**src/bitmap_page_range_allocator_macros.svh**
```systemverilog
// ----------------------------------------------------------------------------
// bitmap page range allocator assertion macros
// shared assertion forms for the allocator's own checks
// ----------------------------------------------------------------------------
`ifndef BITMAP_PAGE_RANGE_ALLOCATOR_MACROS_SVH
`define BITMAP_PAGE_RANGE_ALLOCATOR_MACROS_SVH

// same-cycle implication
`define BPRA_ASSERT_IMPL(label, clk, rst_n, pre, post) \
  label: assert property (@(posedge clk) disable iff (!rst_n) (pre) |-> (post)) \
    else $error("bpra: same-cycle check failed");

// next-cycle implication
`define BPRA_ASSERT_NEXT(label, clk, rst_n, pre, post) \
  label: assert property (@(posedge clk) disable iff (!rst_n) (pre) |=> (post)) \
    else $error("bpra: next-cycle check failed");

`endif

```
**src/bpra_pkg.sv**
```systemverilog
// ----------------------------------------------------------------------------
// bpra_pkg
// shared widths, codes and types of the bitmap page range allocator
// ----------------------------------------------------------------------------
`default_nettype none

package bpra_pkg;

  localparam int ADDR_W     = 32;
  localparam int COUNT_W    = 13;
  localparam int START_W    = 12;
  localparam int STATUS_W   = 2;
  localparam int PAGE_SHIFT = 12;
  localparam int WORD_W     = 32;
  localparam int BIT_W      = 5;
  localparam int IDX_W      = ADDR_W - PAGE_SHIFT;

  typedef enum logic {
    KIND_ALLOC = 1'b0,
    KIND_FREE  = 1'b1
  } kind_t;

  typedef enum logic [STATUS_W-1:0] {
    STATUS_OK           = 2'd0,
    STATUS_NO_SPACE     = 2'd1,
    STATUS_OUT_OF_RANGE = 2'd2
  } status_t;

  typedef enum logic [2:0] {
    ST_CLEAR,
    ST_IDLE,
    ST_CHECK,
    ST_SCAN,
    ST_MARK,
    ST_RESULT
  } state_t;

  typedef struct packed {
    logic             found;
    logic             carry;
    logic             word_free;
    logic [BIT_W-1:0] fit_off;
    logic [BIT_W:0]   lead_free;
  } scan_res_t;

endpackage

`default_nettype wire

```
**src/bpra_if.sv**
```systemverilog
// ----------------------------------------------------------------------------
// bpra channel interfaces
// request, result and register write channels with valid/ready handshake
// ----------------------------------------------------------------------------
`default_nettype none

interface bpra_in_if import bpra_pkg::*; ();
  logic               valid;
  logic               ready;
  logic               kind;
  logic [COUNT_W-1:0] page_count;
  logic [ADDR_W-1:0]  free_address;

  modport source (output valid, output kind, output page_count, output free_address,
                  input ready);
  modport sink   (input valid, input kind, input page_count, input free_address,
                  output ready);
endinterface

interface bpra_out_if import bpra_pkg::*; ();
  logic                valid;
  logic                ready;
  logic [STATUS_W-1:0] status;
  logic [ADDR_W-1:0]   run_address;
  logic [START_W-1:0]  run_start_page;

  modport source (output valid, output status, output run_address, output run_start_page,
                  input ready);
  modport sink   (input valid, input status, input run_address, input run_start_page,
                  output ready);
endinterface

interface bpra_cfg_if import bpra_pkg::*; ();
  logic              valid;
  logic              ready;
  logic [ADDR_W-1:0] wdata;

  modport source (output valid, output wdata, input ready);
  modport sink   (input valid, input wdata, output ready);
endinterface

`default_nettype wire

```
**src/bpra_ram.sv**
```systemverilog
// ----------------------------------------------------------------------------
// bpra_ram
// generic simple dual-port ram, one write and one registered read port
// ----------------------------------------------------------------------------
`default_nettype none

module bpra_ram #(
  parameter  int WIDTH = 32,
  parameter  int DEPTH = 128,
  localparam int AW    = (DEPTH > 1) ? $clog2(DEPTH) : 1
) (
  input  wire logic             clk,
  input  wire logic             we,
  input  wire logic [AW-1:0]    waddr,
  input  wire logic [WIDTH-1:0] wdata,
  input  wire logic             re,
  input  wire logic [AW-1:0]    raddr,
  output logic      [WIDTH-1:0] rdata
);

  logic [WIDTH-1:0] mem_r [DEPTH];
  logic [WIDTH-1:0] rdata_r;

  always_ff @(posedge clk) begin
    if (we) begin
      mem_r[waddr] <= wdata;
    end
    if (re) begin
      rdata_r <= mem_r[raddr];
    end
  end

  assign rdata = rdata_r;

endmodule

`default_nettype wire

```
**src/bpra_scan.sv**
```systemverilog
// ----------------------------------------------------------------------------
// bpra_scan
// first-fit evaluation of one occupancy word against the run carried in
// ----------------------------------------------------------------------------
`default_nettype none

module bpra_scan import bpra_pkg::*; #(
  parameter int CW = 13
) (
  input  wire logic [WORD_W-1:0] word,
  input  wire logic [CW-1:0]     run_in,
  input  wire logic [CW-1:0]     count,
  output scan_res_t              res
);

  logic [BIT_W:0]    tz;
  logic [BIT_W:0]    lz;
  logic [WORD_W-1:0] nmask;
  logic [WORD_W-1:0] fit;
  logic [BIT_W-1:0]  off;
  logic              carry;

  always_comb begin
    tz    = (BIT_W+1)'(WORD_W);
    lz    = (BIT_W+1)'(WORD_W);
    fit   = '0;
    off   = '0;
    nmask = (count >= CW'(WORD_W)) ? '1 : ~({WORD_W{1'b1}} << count[BIT_W-1:0]);
    // lowest used bit gives the free run at the bottom
    for (int i = WORD_W - 1; i >= 0; i--) begin
      if (word[i]) begin
        tz = (BIT_W+1)'(i);
      end
    end
    // highest used bit gives the free run at the top
    for (int i = 0; i < WORD_W; i++) begin
      if (word[i]) begin
        lz = (BIT_W+1)'(WORD_W - 1 - i);
      end
    end
    for (int s = 0; s < WORD_W; s++) begin
      fit[s] = (((word >> s) & nmask) == '0) && (count <= CW'(WORD_W - s));
    end
    for (int s = WORD_W - 1; s >= 0; s--) begin
      if (fit[s]) begin
        off = BIT_W'(s);
      end
    end
    carry = (run_in != '0) && ((run_in + CW'(tz)) >= count);
  end

  assign res.found     = carry || (|fit);
  assign res.carry     = carry;
  assign res.word_free = (word == '0);
  assign res.fit_off   = off;
  assign res.lead_free = lz;

endmodule

`default_nettype wire

```
**src/bitmap_page_range_allocator.sv**
```systemverilog
// ----------------------------------------------------------------------------
// bitmap_page_range_allocator
// first-fit page run allocator over a one-bit-per-page occupancy map.
// in_ch carries one request word: kind (allocate or free), page_count and
// free_address. out_ch returns one result word per request: status,
// run_address and run_start_page. cfg_ch writes region_base, the address of
// page 0; it is always ready; the user must write it only while the block
// is idle, which the block does not enforce. the map lives in a ram of
// ceil(NUM_PAGES/32) words, one read and one write per cycle, so the ram
// port sets the pace. allocate: setup latches and checks the request, then
// map words are read and scanned in order until a run fits, then its words
// are read and marked, then the result register is loaded.
// free: setup, then the run's words are read and cleared, then result.
// after reset a clearing pass writes every map word to zero, one word a
// cycle (128 words for 4096 pages); no request is taken until it ends.
// a finished result waits in the output register while out_ch stalls; the
// next request may be taken meanwhile but its result holds until that
// register drains.
// ----------------------------------------------------------------------------
`default_nettype none

`include "bitmap_page_range_allocator_macros.svh"

module bitmap_page_range_allocator import bpra_pkg::*; #(
  parameter int NUM_PAGES = 4096
) (
  input  wire logic   clk,
  input  wire logic   rst_n,
  bpra_in_if.sink     in_ch,
  bpra_out_if.source  out_ch,
  bpra_cfg_if.sink    cfg_ch
);

  localparam int MAP_WORDS = (NUM_PAGES + WORD_W - 1) / WORD_W;
  localparam int AW        = (MAP_WORDS > 1) ? $clog2(MAP_WORDS) : 1;
  localparam int PW        = AW + BIT_W;
  localparam int CW        = (PW + 1 > COUNT_W) ? PW + 1 : COUNT_W;
  localparam int TAIL      = NUM_PAGES % WORD_W;
  localparam logic [WORD_W-1:0] TAIL_USED =
    (TAIL == 0) ? '0 : ~((WORD_W'(1) << TAIL) - WORD_W'(1));
  localparam logic [AW-1:0] LAST_WORD = AW'(MAP_WORDS - 1);

  state_t             state_r, state_nxt;
  kind_t              kind_r, kind_nxt;
  logic [COUNT_W-1:0] count_r, count_nxt;
  logic [ADDR_W-1:0]  addr_r, addr_nxt;
  logic [ADDR_W-1:0]  region_base_r;
  logic [PW-1:0]      start_r, start_nxt;
  logic [CW-1:0]      run_r, run_nxt;
  logic [PW-1:0]      begin_r, begin_nxt;
  status_t            status_r, status_nxt;
  logic [AW-1:0]      issue_r, issue_nxt;
  logic               issue_en_r, issue_en_nxt;
  logic               rvalid_r, rvalid_nxt;
  logic [AW-1:0]      pword_r, pword_nxt;
  logic [AW-1:0]      clr_r, clr_nxt;

  logic               out_valid_r, out_valid_nxt;
  status_t            out_status_r, out_status_nxt;
  logic [ADDR_W-1:0]  out_addr_r, out_addr_nxt;
  logic [START_W-1:0] out_start_r, out_start_nxt;

  logic               ram_we;
  logic [AW-1:0]      ram_waddr;
  logic [WORD_W-1:0]  ram_wdata;
  logic               ram_re;
  logic [AW-1:0]      ram_raddr;
  logic [WORD_W-1:0]  ram_rdata;

  logic [WORD_W-1:0]  scan_word;
  scan_res_t          scan_res;
  logic [CW-1:0]      count_ext;
  logic [PW-1:0]      found_start;
  logic [ADDR_W-1:0]  offset;
  logic [IDX_W-1:0]   idx;
  logic               free_oor;
  logic               alloc_bad;
  logic [PW-1:0]      last_page;
  logic [AW-1:0]      start_word;
  logic [AW-1:0]      end_word;
  logic [AW-1:0]      last_issue;
  logic [BIT_W-1:0]   lo_bit;
  logic [BIT_W-1:0]   hi_bit;
  logic [WORD_W-1:0]  run_mask;
  logic [ADDR_W-1:0]  start32;

  bpra_ram #(
    .WIDTH (WORD_W),
    .DEPTH (MAP_WORDS)
  ) u_map (
    .clk   (clk),
    .we    (ram_we),
    .waddr (ram_waddr),
    .wdata (ram_wdata),
    .re    (ram_re),
    .raddr (ram_raddr),
    .rdata (ram_rdata)
  );

  assign scan_word = ram_rdata | ((pword_r == LAST_WORD) ? TAIL_USED : '0);
  assign count_ext = CW'(count_r);

  bpra_scan #(
    .CW (CW)
  ) u_scan (
    .word   (scan_word),
    .run_in (run_r),
    .count  (count_ext),
    .res    (scan_res)
  );

  // request checks
  assign offset    = addr_r - region_base_r;
  assign idx       = offset[ADDR_W-1:PAGE_SHIFT];
  assign free_oor  = ({1'b0, idx} >= (IDX_W+1)'(NUM_PAGES)) ||
                     ((IDX_W+1)'(count_r) > ((IDX_W+1)'(NUM_PAGES) - {1'b0, idx}));
  assign alloc_bad = (count_r == '0) || (count_ext > CW'(NUM_PAGES));

  assign found_start = scan_res.carry ? begin_r : {pword_r, scan_res.fit_off};

  // run bounds and per-word mask
  assign last_page  = start_r + PW'(count_r) - PW'(1);
  assign start_word = start_r[PW-1:BIT_W];
  assign end_word   = last_page[PW-1:BIT_W];
  assign last_issue = (state_r == ST_SCAN) ? LAST_WORD : end_word;
  assign lo_bit     = (pword_r == start_word) ? start_r[BIT_W-1:0] : '0;
  assign hi_bit     = (pword_r == end_word) ? last_page[BIT_W-1:0] : '1;
  assign run_mask   = ({WORD_W{1'b1}} << lo_bit) & ({WORD_W{1'b1}} >> (~hi_bit));
  assign start32    = ADDR_W'(start_r);

  assign in_ch.ready  = (state_r == ST_IDLE);
  assign cfg_ch.ready = 1'b1;

  assign out_ch.valid          = out_valid_r;
  assign out_ch.status         = out_status_r;
  assign out_ch.run_address    = out_addr_r;
  assign out_ch.run_start_page = out_start_r;

  always_ff @(posedge clk) begin
    if (!rst_n) begin
      state_r       <= ST_CLEAR;
      issue_en_r    <= 1'b0;
      rvalid_r      <= 1'b0;
      clr_r         <= '0;
      out_valid_r   <= 1'b0;
      region_base_r <= '0;
    end else begin
      state_r     <= state_nxt;
      issue_en_r  <= issue_en_nxt;
      rvalid_r    <= rvalid_nxt;
      clr_r       <= clr_nxt;
      out_valid_r <= out_valid_nxt;
      if (cfg_ch.valid) begin
        region_base_r <= cfg_ch.wdata;
      end
    end
  end

  always_ff @(posedge clk) begin
    kind_r       <= kind_nxt;
    count_r      <= count_nxt;
    addr_r       <= addr_nxt;
    start_r      <= start_nxt;
    run_r        <= run_nxt;
    begin_r      <= begin_nxt;
    status_r     <= status_nxt;
    issue_r      <= issue_nxt;
    pword_r      <= pword_nxt;
    out_status_r <= out_status_nxt;
    out_addr_r   <= out_addr_nxt;
    out_start_r  <= out_start_nxt;
  end

  always_comb begin
    state_nxt      = state_r;
    kind_nxt       = kind_r;
    count_nxt      = count_r;
    addr_nxt       = addr_r;
    start_nxt      = start_r;
    run_nxt        = run_r;
    begin_nxt      = begin_r;
    status_nxt     = status_r;
    issue_nxt      = issue_r;
    issue_en_nxt   = issue_en_r;
    rvalid_nxt     = 1'b0;
    pword_nxt      = pword_r;
    clr_nxt        = clr_r;
    out_valid_nxt  = out_valid_r && !out_ch.ready;
    out_status_nxt = out_status_r;
    out_addr_nxt   = out_addr_r;
    out_start_nxt  = out_start_r;
    ram_we         = 1'b0;
    ram_waddr      = pword_r;
    ram_wdata      = '0;
    ram_re         = 1'b0;
    ram_raddr      = issue_r;

    // streaming reads for scan and mark
    if ((state_r == ST_SCAN || state_r == ST_MARK) && issue_en_r) begin
      ram_re     = 1'b1;
      rvalid_nxt = 1'b1;
      pword_nxt  = issue_r;
      if (issue_r == last_issue) begin
        issue_en_nxt = 1'b0;
      end else begin
        issue_nxt = issue_r + AW'(1);
      end
    end

    unique case (state_r)
      ST_CLEAR: begin
        ram_we    = 1'b1;
        ram_waddr = clr_r;
        ram_wdata = '0;
        clr_nxt   = clr_r + AW'(1);
        if (clr_r == LAST_WORD) begin
          state_nxt = ST_IDLE;
        end
      end
      ST_IDLE: begin
        if (in_ch.valid) begin
          kind_nxt  = kind_t'(in_ch.kind);
          count_nxt = in_ch.page_count;
          addr_nxt  = in_ch.free_address;
          state_nxt = ST_CHECK;
        end
      end
      ST_CHECK: begin
        issue_en_nxt = 1'b1;
        run_nxt      = '0;
        begin_nxt    = '0;
        if (kind_r == KIND_ALLOC) begin
          issue_nxt = '0;
          if (alloc_bad) begin
            status_nxt   = STATUS_NO_SPACE;
            start_nxt    = '0;
            issue_en_nxt = 1'b0;
            state_nxt    = ST_RESULT;
          end else begin
            state_nxt = ST_SCAN;
          end
        end else begin
          issue_nxt = idx[PW-1:BIT_W];
          if (free_oor) begin
            status_nxt   = STATUS_OUT_OF_RANGE;
            start_nxt    = '0;
            issue_en_nxt = 1'b0;
            state_nxt    = ST_RESULT;
          end else begin
            status_nxt = STATUS_OK;
            start_nxt  = idx[PW-1:0];
            if (count_r == '0) begin
              issue_en_nxt = 1'b0;
              state_nxt    = ST_RESULT;
            end else begin
              state_nxt = ST_MARK;
            end
          end
        end
      end
      ST_SCAN: begin
        if (rvalid_r) begin
          if (scan_res.found) begin
            start_nxt    = found_start;
            status_nxt   = STATUS_OK;
            issue_nxt    = found_start[PW-1:BIT_W];
            issue_en_nxt = 1'b1;
            rvalid_nxt   = 1'b0;
            state_nxt    = ST_MARK;
          end else begin
            if (scan_res.word_free) begin
              run_nxt   = run_r + CW'(WORD_W);
              begin_nxt = (run_r == '0) ? {pword_r, {BIT_W{1'b0}}} : begin_r;
            end else begin
              run_nxt   = CW'(scan_res.lead_free);
              begin_nxt = {pword_r, BIT_W'((BIT_W+1)'(WORD_W) - scan_res.lead_free)};
            end
            if (pword_r == LAST_WORD) begin
              status_nxt   = STATUS_NO_SPACE;
              start_nxt    = '0;
              issue_en_nxt = 1'b0;
              rvalid_nxt   = 1'b0;
              state_nxt    = ST_RESULT;
            end
          end
        end
      end
      ST_MARK: begin
        if (rvalid_r) begin
          ram_we    = 1'b1;
          ram_waddr = pword_r;
          ram_wdata = (kind_r == KIND_FREE) ? (ram_rdata & ~run_mask)
                                            : (ram_rdata | run_mask);
          if (pword_r == end_word) begin
            state_nxt = ST_RESULT;
          end
        end
      end
      ST_RESULT: begin
        if (!out_valid_r || out_ch.ready) begin
          out_valid_nxt  = 1'b1;
          out_status_nxt = status_r;
          out_addr_nxt   = (kind_r == KIND_ALLOC && status_r == STATUS_OK) ?
                           (region_base_r + (start32 << PAGE_SHIFT)) : '0;
          out_start_nxt  = (status_r == STATUS_OK) ? start32[START_W-1:0] : '0;
          state_nxt      = ST_IDLE;
        end
      end
      default: begin
        state_nxt = ST_IDLE;
      end
    endcase
  end

  // read-modify-write never hits the word being written
  `BPRA_ASSERT_IMPL(a_rmw_no_collision, clk, rst_n, ram_we && ram_re, ram_waddr != ram_raddr)

  // marking stays inside the run's words
  `BPRA_ASSERT_IMPL(a_mark_bounds, clk, rst_n, (state_r == ST_MARK) && ram_we, (ram_waddr >= start_word) && (ram_waddr <= end_word))

  // failed requests report neither address nor page
  `BPRA_ASSERT_IMPL(a_fail_zero, clk, rst_n, out_ch.valid && (out_ch.status != STATUS_OK), (out_ch.run_address == '0) && (out_ch.run_start_page == '0))

  // a loaded result is registered into the output and frees the controller
  `BPRA_ASSERT_NEXT(a_result_load, clk, rst_n, (state_r == ST_RESULT) && (!out_valid_r || out_ch.ready), out_valid_r && (state_r == ST_IDLE))

endmodule

`default_nettype wire
```
**src/flat_wrapper.sv**
```systemverilog
// flat-port wrapper written by rule: the top's interface ports become plain ports
module bitmap_page_range_allocator_flat import bpra_pkg::*;
#(
  parameter int NUM_PAGES = 4096
)
  (clk, rst_n, in_ch_valid, in_ch_kind, in_ch_page_count, in_ch_free_address, in_ch_ready, out_ch_valid, out_ch_status, out_ch_run_address, out_ch_run_start_page, out_ch_ready, cfg_ch_valid, cfg_ch_wdata, cfg_ch_ready);
  bpra_in_if in_ch_i ();
  bpra_out_if out_ch_i ();
  bpra_cfg_if cfg_ch_i ();
  input  wire logic clk;
  input  wire logic rst_n;
  input wire logic [$bits(in_ch_i.valid)-1:0] in_ch_valid;
  input wire logic [$bits(in_ch_i.kind)-1:0] in_ch_kind;
  input wire logic [$bits(in_ch_i.page_count)-1:0] in_ch_page_count;
  input wire logic [$bits(in_ch_i.free_address)-1:0] in_ch_free_address;
  output wire logic [$bits(in_ch_i.ready)-1:0] in_ch_ready;
  output wire logic [$bits(out_ch_i.valid)-1:0] out_ch_valid;
  output wire logic [$bits(out_ch_i.status)-1:0] out_ch_status;
  output wire logic [$bits(out_ch_i.run_address)-1:0] out_ch_run_address;
  output wire logic [$bits(out_ch_i.run_start_page)-1:0] out_ch_run_start_page;
  input wire logic [$bits(out_ch_i.ready)-1:0] out_ch_ready;
  input wire logic [$bits(cfg_ch_i.valid)-1:0] cfg_ch_valid;
  input wire logic [$bits(cfg_ch_i.wdata)-1:0] cfg_ch_wdata;
  output wire logic [$bits(cfg_ch_i.ready)-1:0] cfg_ch_ready;
  assign in_ch_i.valid = in_ch_valid;
  assign in_ch_i.kind = in_ch_kind;
  assign in_ch_i.page_count = in_ch_page_count;
  assign in_ch_i.free_address = in_ch_free_address;
  assign in_ch_ready = in_ch_i.ready;
  assign out_ch_valid = out_ch_i.valid;
  assign out_ch_status = out_ch_i.status;
  assign out_ch_run_address = out_ch_i.run_address;
  assign out_ch_run_start_page = out_ch_i.run_start_page;
  assign out_ch_i.ready = out_ch_ready;
  assign cfg_ch_i.valid = cfg_ch_valid;
  assign cfg_ch_i.wdata = cfg_ch_wdata;
  assign cfg_ch_ready = cfg_ch_i.ready;
  bitmap_page_range_allocator #(.NUM_PAGES(NUM_PAGES)) u_core (.clk(clk), .rst_n(rst_n), .in_ch(in_ch_i), .out_ch(out_ch_i), .cfg_ch(cfg_ch_i));
endmodule
```
**config.mk**
```make
export PLATFORM = sky130hd
export DESIGN_NAME = bitmap_page_range_allocator_flat
export DESIGN_NICKNAME = d
export VERILOG_FILES = /design/src/bpra_pkg.sv /design/src/bpra_if.sv /design/src/bpra_ram.sv /design/src/bpra_scan.sv /design/src/bitmap_page_range_allocator.sv /design/src/flat_wrapper.sv
export VERILOG_INCLUDE_DIRS = /design/src /design/src/src
export SDC_FILE = /design/constraint.sdc
export NUM_CORES = 2
export LEC_CHECK = 0
export ABC_AREA = 0
export BUFFER_PORTS_ARGS = -buffer_cell sky130_fd_sc_hd__buf_2
export CAP_MARGIN = 15
export CORE_MARGIN = 3
export CORE_UTILIZATION = 63
export DETAILED_ROUTE_END_ITERATION = 7
export HOLD_SLACK_MARGIN = 0.12
export PLACE_DENSITY_LB_ADDON = 0.1
export SLEW_MARGIN = 10
export SYNTH_ARGS = -nofsm -noshare
export SYNTH_HDL_FRONTEND = slang
export SYNTH_SLANG_ARGS = --single-unit
```
**constraint.sdc**
```tcl
create_clock -name clk -period 12.4 [get_ports clk]
set_input_delay 1.86 -clock clk [delete_from_list [all_inputs] [get_ports clk]]
set_output_delay 1.86 -clock clk [all_outputs]
set_load 0.01 [all_outputs]
```
Word level (Yosys, flattened, before mapping):

Memory sizes are Yosys's and may differ from the RTL's. A register that Yosys moved wholly into a read port is not among the register bits.
Index checks and enable logic that the tools add are counted.

* input port bits: 83
* memories kept: 1
* output and inout bits: 49
* bits in writable memories: 4096
* bits in registers: 190
* word-level logic and storage cells: 385

Memories
* u_core.u_map.mem_r: depth 128, width 32, read ports 1, clocked after Yosys merged registers in 1, wr ports 1, line bpra_ram.sv:21 `logic [WIDTH-1:0] mem_r [DEPTH];`

* bitwise gates (word level): 39
* eq/ne operators: 20
* $lt $le $gt $ge: 37
* add/subtract/negate cells: 10
* reduce and logical (&&, ||, !) cells: 89
* muxes and demuxes: 168
* shift operators: 3

Operators by type and width (count)
* 32-bit logical NOT: 33
* 6-bit two-way mux: 64
* 13-bit by 5-bit less-or-equal comparator with 1-bit output (second input constant): 16
* 5-bit two-way mux: 34
* 12-bit two-way mux: 11
* 32-bit two-way mux: 4
* 13-bit by 4-bit less-or-equal comparator with 1-bit output (second input constant): 8
* 32-bit bitwise AND: 3
* 32-bit inverter: 2
* 32-bit by 5-bit left shift with 32-bit output (first input constant): 2
* 13-bit by 3-bit less-or-equal comparator with 1-bit output (second input constant): 4
* 7-bit two-way mux: 7
* 12-bit one-hot mux with 2 select lines: 2
* 13-bit two-way mux: 3
* 1-bit logical AND: 36
* 3-bit two-way mux: 11
* 32-bit by 24-bit adder with 32-bit output: 1
* 1-bit by 32-bit bitwise AND with 32-bit output: 1
* 10-bit by 32-bit bitwise AND with 32-bit output: 1
* 11-bit by 32-bit bitwise AND with 32-bit output: 1
* 12-bit by 32-bit bitwise AND with 32-bit output: 1
* 13-bit by 32-bit bitwise AND with 32-bit output: 1
* 14-bit by 32-bit bitwise AND with 32-bit output: 1
* 15-bit by 32-bit bitwise AND with 32-bit output: 1
* other kinds (72): 118

Depth between registers and ports, before layout:

* word-level depth: 42
* gate-level depth with buffers: 37
* gate-level depth less buffers: 33

Hierarchy:

Synthesis repeated with hierarchy kept, for this count alone.

* cell total of the unflattened synthesis: 8206
* area, all modules: 174433.5 µm²

By module, submodules not included
* bpra_ram: instances 1, seq. area each 123958.9 µm², cells an instance 5990, area each 156596.4 µm²
* bitmap_page_range_allocator: instances 1, seq. area each 5185.0 µm², cells an instance 1361, area each 12558.3 µm²
* bpra_scan: instances 1, seq. area each 0.0 µm², cells an instance 855, area each 5278.8 µm²

Least setup slack after synthesis:

OpenSTA, ideal clock, no wires.

* path kind: flip-flop to flip-flop
* start: register u_core.count_r[1], in the netlist u_core.count_ext[1]
* end: memory u_core.u_map.mem_r[0][24] (data pin)
* path buffers: 5
* slack: 0.900 ns
* stages on the path, launching flop included: 21
* arrival: 10.179 ns
* required time: 11.079 ns
* library setup time: 1.321 ns
* clock period less this slack: 11.500 ns
* cells stage by stage: edfxtp_1 -> buf_2 -> buf_2 -> buf_2 -> buf_2 -> inv_1 -> ha_1 -> inv_1 -> ha_1 -> inv_1 -> fa_1 -> nor2b_1 -> o31a_1 -> o221ai_1 -> a21oi_1 -> xnor3_1 -> or4_1 -> clkbuf_1 -> nor2_1 -> nor2_1 -> a311oi_1

* word-level cells in the longest chain between the ends: 12
* elaborated cells between the ends (all ways): 13
* classes of those cells: 2 x add/sub; 1 x eq/ne; 1 x shift; 4 x mux; 5 x bitwise

RTL lines
* start: declaration: line bitmap_page_range_allocator.sv:45 `logic [COUNT_W-1:0] count_r, count_nxt;`
* start signal: assignment: line bitmap_page_range_allocator.sv:161 `count_r <= count_nxt;`
* 12-bit adder *: line bitmap_page_range_allocator.sv:122 `assign last_page = start_r + PW'(count_r) - PW'(1);`
* 12-bit by 1-bit subtractor with 12-bit output *: line bitmap_page_range_allocator.sv:122
* 7-bit equality test: line bitmap_page_range_allocator.sv:127 `assign hi_bit = (pword_r == end_word) ? last_page[BIT_W-1:0] : '1;`
* 5-bit two-way mux *: line bitmap_page_range_allocator.sv:127
* 5-bit inverter *: line bitmap_page_range_allocator.sv:128 `assign run_mask = ({WORD_W{1'b1}} << lo_bit) & ({WORD_W{1'b1}} >> (~hi_bit));`
* 32-bit by 5-bit right shift with 32-bit output *: line bitmap_page_range_allocator.sv:128
* 32-bit bitwise AND *: line bitmap_page_range_allocator.sv:128
* 32-bit inverter: line bitmap_page_range_allocator.sv:292 `ram_wdata = (kind_r == KIND_FREE) ? (ram_rdata & ~run_mask)`
* 32-bit bitwise AND: line bitmap_page_range_allocator.sv:292
* 32-bit two-way mux *: line bitmap_page_range_allocator.sv:292
* 32-bit two-way mux *: line bitmap_page_range_allocator.sv:289 `if (rvalid_r) begin`
* 32-bit two-way mux *: line bitmap_page_range_allocator.sv:210 `unique case (state_r)`
* named net u_core.ram_wdata[24]: line bitmap_page_range_allocator.sv:65 `logic [WORD_W-1:0] ram_wdata;`
* end: declaration: line bpra_ram.sv:21

Mark *: on every way through the listed nets, which the timed path passes. The rest lies on a longest branch.

Final worst setup path:

* start: register u_core.u_map.rdata_r[27], in the netlist u_core.u_map.rdata[27] (read register of u_core.u_map.mem_r)
* end: register u_core.begin_r[4] (enable)

* word-level cells in the longest chain between the ends: 34
* elaborated cells between the ends (all ways): 121
* classes of those cells: 1 x add/sub; 1 x order compare; 2 x eq/ne; 28 x mux; 28 x bitwise; 61 x reduce/logical

RTL lines
* start: declaration: line bpra_ram.sv:22 `logic [WIDTH-1:0] rdata_r;`
* 6-bit two-way mux (28 in a row): line bpra_scan.sv:31 `if (word[i]) begin`
* 13-bit by 6-bit adder with 13-bit output: line bpra_scan.sv:49 `carry = (run_in != '0) && ((run_in + CW'(tz)) >= count);`
* 13-bit greater-or-equal comparator: line bpra_scan.sv:49
* 1-bit logical AND: line bpra_scan.sv:49
* 1-bit logical OR: line bpra_scan.sv:52 `assign res.found = carry || (|fit);`
* 2-bit inequality test (no line)
* 4-bit AND reduction (no line) *
* end signal: assignment: line bitmap_page_range_allocator.sv:165 `begin_r <= begin_nxt;`
* end: declaration: line bitmap_page_range_allocator.sv:50 `logic [PW-1:0] begin_r, begin_nxt;`

Every way passes the cells marked *; elsewhere a longest branch is shown, timed or not.
A chain may end at the register's enable or synchronous reset.

==> results by group <==
Clock tree
  – Max Root-Sink Buffers: 4
  – CTS Sinks: 4318
  – Postcts setup bufs: 0
  – CTS Hold Bufs: 0
  – TritonCTS Buffers: 417
  – Root buffer cell: clkbuf_16
  – PostCTS Resize Cnt: 0
  – CTS tree: built
  – CTS clk-pin slew, worst paths: 0.06 ns
  – Worst-skew pair later-pin latency: 0.99 ns
  – H-tree Lvls: 5

Timing
  – Final hold vios: 0
  – Post-Route Setup TNS: 0 ns
  – Fmax: 117 MHz
  – Min cycle time layout: 8.56 ns
  – Hold_ws: 0.519 ns
  – Clock Skews: 0.109 ns
  – Worst-margin pin slew: 1.28 ns
  – Final Setup Violations: 0
  – RSZ-0062 raised after global routing: no
  – Slew Limit Fails: 0
  – Fin crit share: 69.0%
  – Relative slew margins: 13.8%

Final layout
  – Multi-input logic area: 0.0451 mm2
  – Fin cells: 13176
  – Storage element area: 0.129 mm2
  – Ratio of cells with drive above 1 in the final layout: 26.4%
  – Area grow syn2layout: 11.9%
  – # nets final: 9277
  – Fill cells: 16319

GRT
  – Total grt overflow: 0
  – Largest net degree at the start of global routing: 131
  – First-pass GRT wire length: 725 mm
  – All-Layer GR Usage: 36.3%
  – Initial antenna violation count: 38
  – Vias in the first global route: 94410

Detailed routing
  – Metal2 WL: 236 mm
  – Met3 wire length: 63.5 mm
  – Via count: 96589
  – Met1 wire length: 192 mm
  – Total Wirelength: 516 mm
  – Avg WL per Cell: 39.2 um
  – Drt pass-1 iters: 8
  – DR vias/cell: 7.33
  – Top sig layer: met5
  – DRC Markers: 0
  – DRT iter0 DRCs: 16107
  – Post-DRT Antenna Nets: 0

Logic synthesis
  – Post-Syn Area: 0.176 mm2
  – Syn. warnings: 0
  – Post-synth top area cell: edfxtp_1
  – Top-count cell post-synth: edfxtp_1
  – Cells taking the most area after synthesis: edfxtp_1 73%, mux4_2 15%, mux2i_1 1.3%, nor2_1 0.73%, clkbuf_1 0.73%
  – Top-area cell type share of the netlist area: 73.0%
  – Mapped Cells: 8760
  – Netlist cell types: 97
  – Post-synth EDFFs: 4266
  – Seq cells post-synth: 4318
  – Synth cell count leaders: 4266 x edfxtp_1, 1163 x mux4_2, 343 x nor2_1, 342 x clkbuf_1, 232 x mux2i_1
  – Syn_nets: 8946
  – Post-synth ARST share: 0%
  – Ys flop type: edfxtp_1
  – Seq/Total Area, Yosys: 73.6%
  – Syn_area_per_cell: 20.0 um2

Placement
  – Port bufs: 130
  – Post-placement cell count: 12370
  – RD Place Congestion: 0.945
  – DP Wirelength: 278 mm

Floorplanning
  – Initial Utilization: 63.4%
  – Total die area: 0.285 mm2
  – Core Rows: 193
  – IO Pins: 132
  – Core ar.: 0.277 mm2
  – Die X: 534 um
  – Die height: 534 um

Critical path
  – Data required, critical path: 12.91 ns
  – Largest stage delay, worst path: 0.89 ns
  – Setup crit start kind: flop
  – Critical path arrival: 9.07 ns
  – Crit-path slowest cell: a21boi_1
  – Most common cell on crit path: a21oi_1
  – Kind of critical path: flop to flop
  – Crit. End Element: flop
  – Critical path peak fanout: 31

Min path
  – Worst hold path class: flop to flop

Job
  – Max Cap Viol: 0

Power and ir drop
  – P_leak: 60.7 nW
  – Pwr/cell area: 151 mW/mm2
  – Total power: 29.7 mW
  – Peak VDD IR: 0.183 mV

Run status
  – Status: completed
==> cell usage in the layout (no fill, tap or decap), drive strengths merged, types with 43 or more instances in the layout <==
cell,count
edfxtp,4266
mux4,1163
clkbuf,506
buf,474
nor2,343
mux2i,232
nand2,217
a21oi,200
clkinv,190
o21ai,178
inv,151
ha,100
nor3,99
o221ai,90
nand3,78
o22ai,71
a22oi,67
xnor2,63
nor2b,56
dfxtp,52
nand4,51
a211oi,43
==> final cells by class <==
type / count / share of cell area (%)
antenna: 36 / 0.0458
sequential: 4318 / 65.7
multi-input combinational: 3735 / 23.0
tap: 3705 / 2.36
inverter: 144 / 0.279
clock buffer: 505 / 5.54
timing repair buffer: 475 / 1.76
clock inverter: 258 / 1.35
==> per-layer routing <==
| layer | up-vias | global-route usage [%] |
|---|---|---|
| met5 | - | 0 |
| met4 | 10 | 14.3 |
| met3 | 1143 | 8.25 |
| met2 | 7129 | 54.2 |
| met1 | 50842 | 53.5 |
| li1 | 37465 | - |
==> final timing paths <==
kind | slack [ns] | cells after the start | start | endpoint
hold reg to reg | 0.52 | 2 | u_core.region_base_r[9] | u_core.region_base_r[9]
setup / recovery | 3.84 | 34 | u_core.u_map.rdata[27] | u_core.begin_r[4]
hold / removal | 0.52 | 2 | u_core.region_base_r[9] | u_core.region_base_r[9]
setup reg to reg | 3.84 | 34 | u_core.u_map.rdata[27] | u_core.begin_r[4]
==> cells by family (layout without fill, tap and decap cells) <==
family | after synthesis | count (layout) | synth area share, %
xor+xnor | 99 | 99 | 0.519
simple gates | 1031 | 1031 | 2.85
fa+ha+maj | 108 | 108 | 0.775
compound gates | 1074 | 1074 | 4.29
other cells | 1 | 37 | 0.00214
buf+inv | 707 | 1382 | 1.60
flops | 4318 | 4318 | 73.6
mux | 1422 | 1422 | 16.4
==> critical path, delay by kind of cell, from the launching register on <==
kind,cells,cell delay (ns)
AO/OA/AOI/OAI,21,4.46
buffers and inverters,5,1.07
adder cells (fa/ha/maj),3,0.89
flip-flops,1,0.32
XOR/XNOR,1,0.17
AND/OR/NAND/NOR,4,1.21
==> through the flow <==
stage | worst slack (ns) | cell area [um2] | utilization, %
detailed placement | 4.04 | 183000 | 66.0
finish | 3.84 | 197000 | 71.0
global placement | 3.98 | 183000 | 66.0
floorplan | 0.900 | 176000 | -
global route | 3.23 | 197000 | 70.9
CTS | 3.99 | 196000 | 70.9
==> state kept, by name, indices dropped and copies added (netlist names), 12 cells and up <==
register / count
u_core.u_map.mem_r: 4096
u_core.begin_r: 12
u_core.out_ch.run_address: 32
u_core.start_r: 12
u_core.run_r: 13
u_core.region_base_r: 32
u_core.u_map.rdata: 32
u_core.count_ext: 13
u_core.addr_r: 32
u_core.out_ch.run_start_page: 12
==> report_power, final <==
| part | internal [mW] | total (mW) | switching, mW |
|---|---|---|---|
| combinational | 0.526 | 1.24 | 0.715 |
| sequential | 15.8 | 15.9 | 0.0330 |
| clock | 7.11 | 12.6 | 5.49 |
| total | 23.5 | 29.7 | 6.23 |
Power figures use the tool's default switching activity.
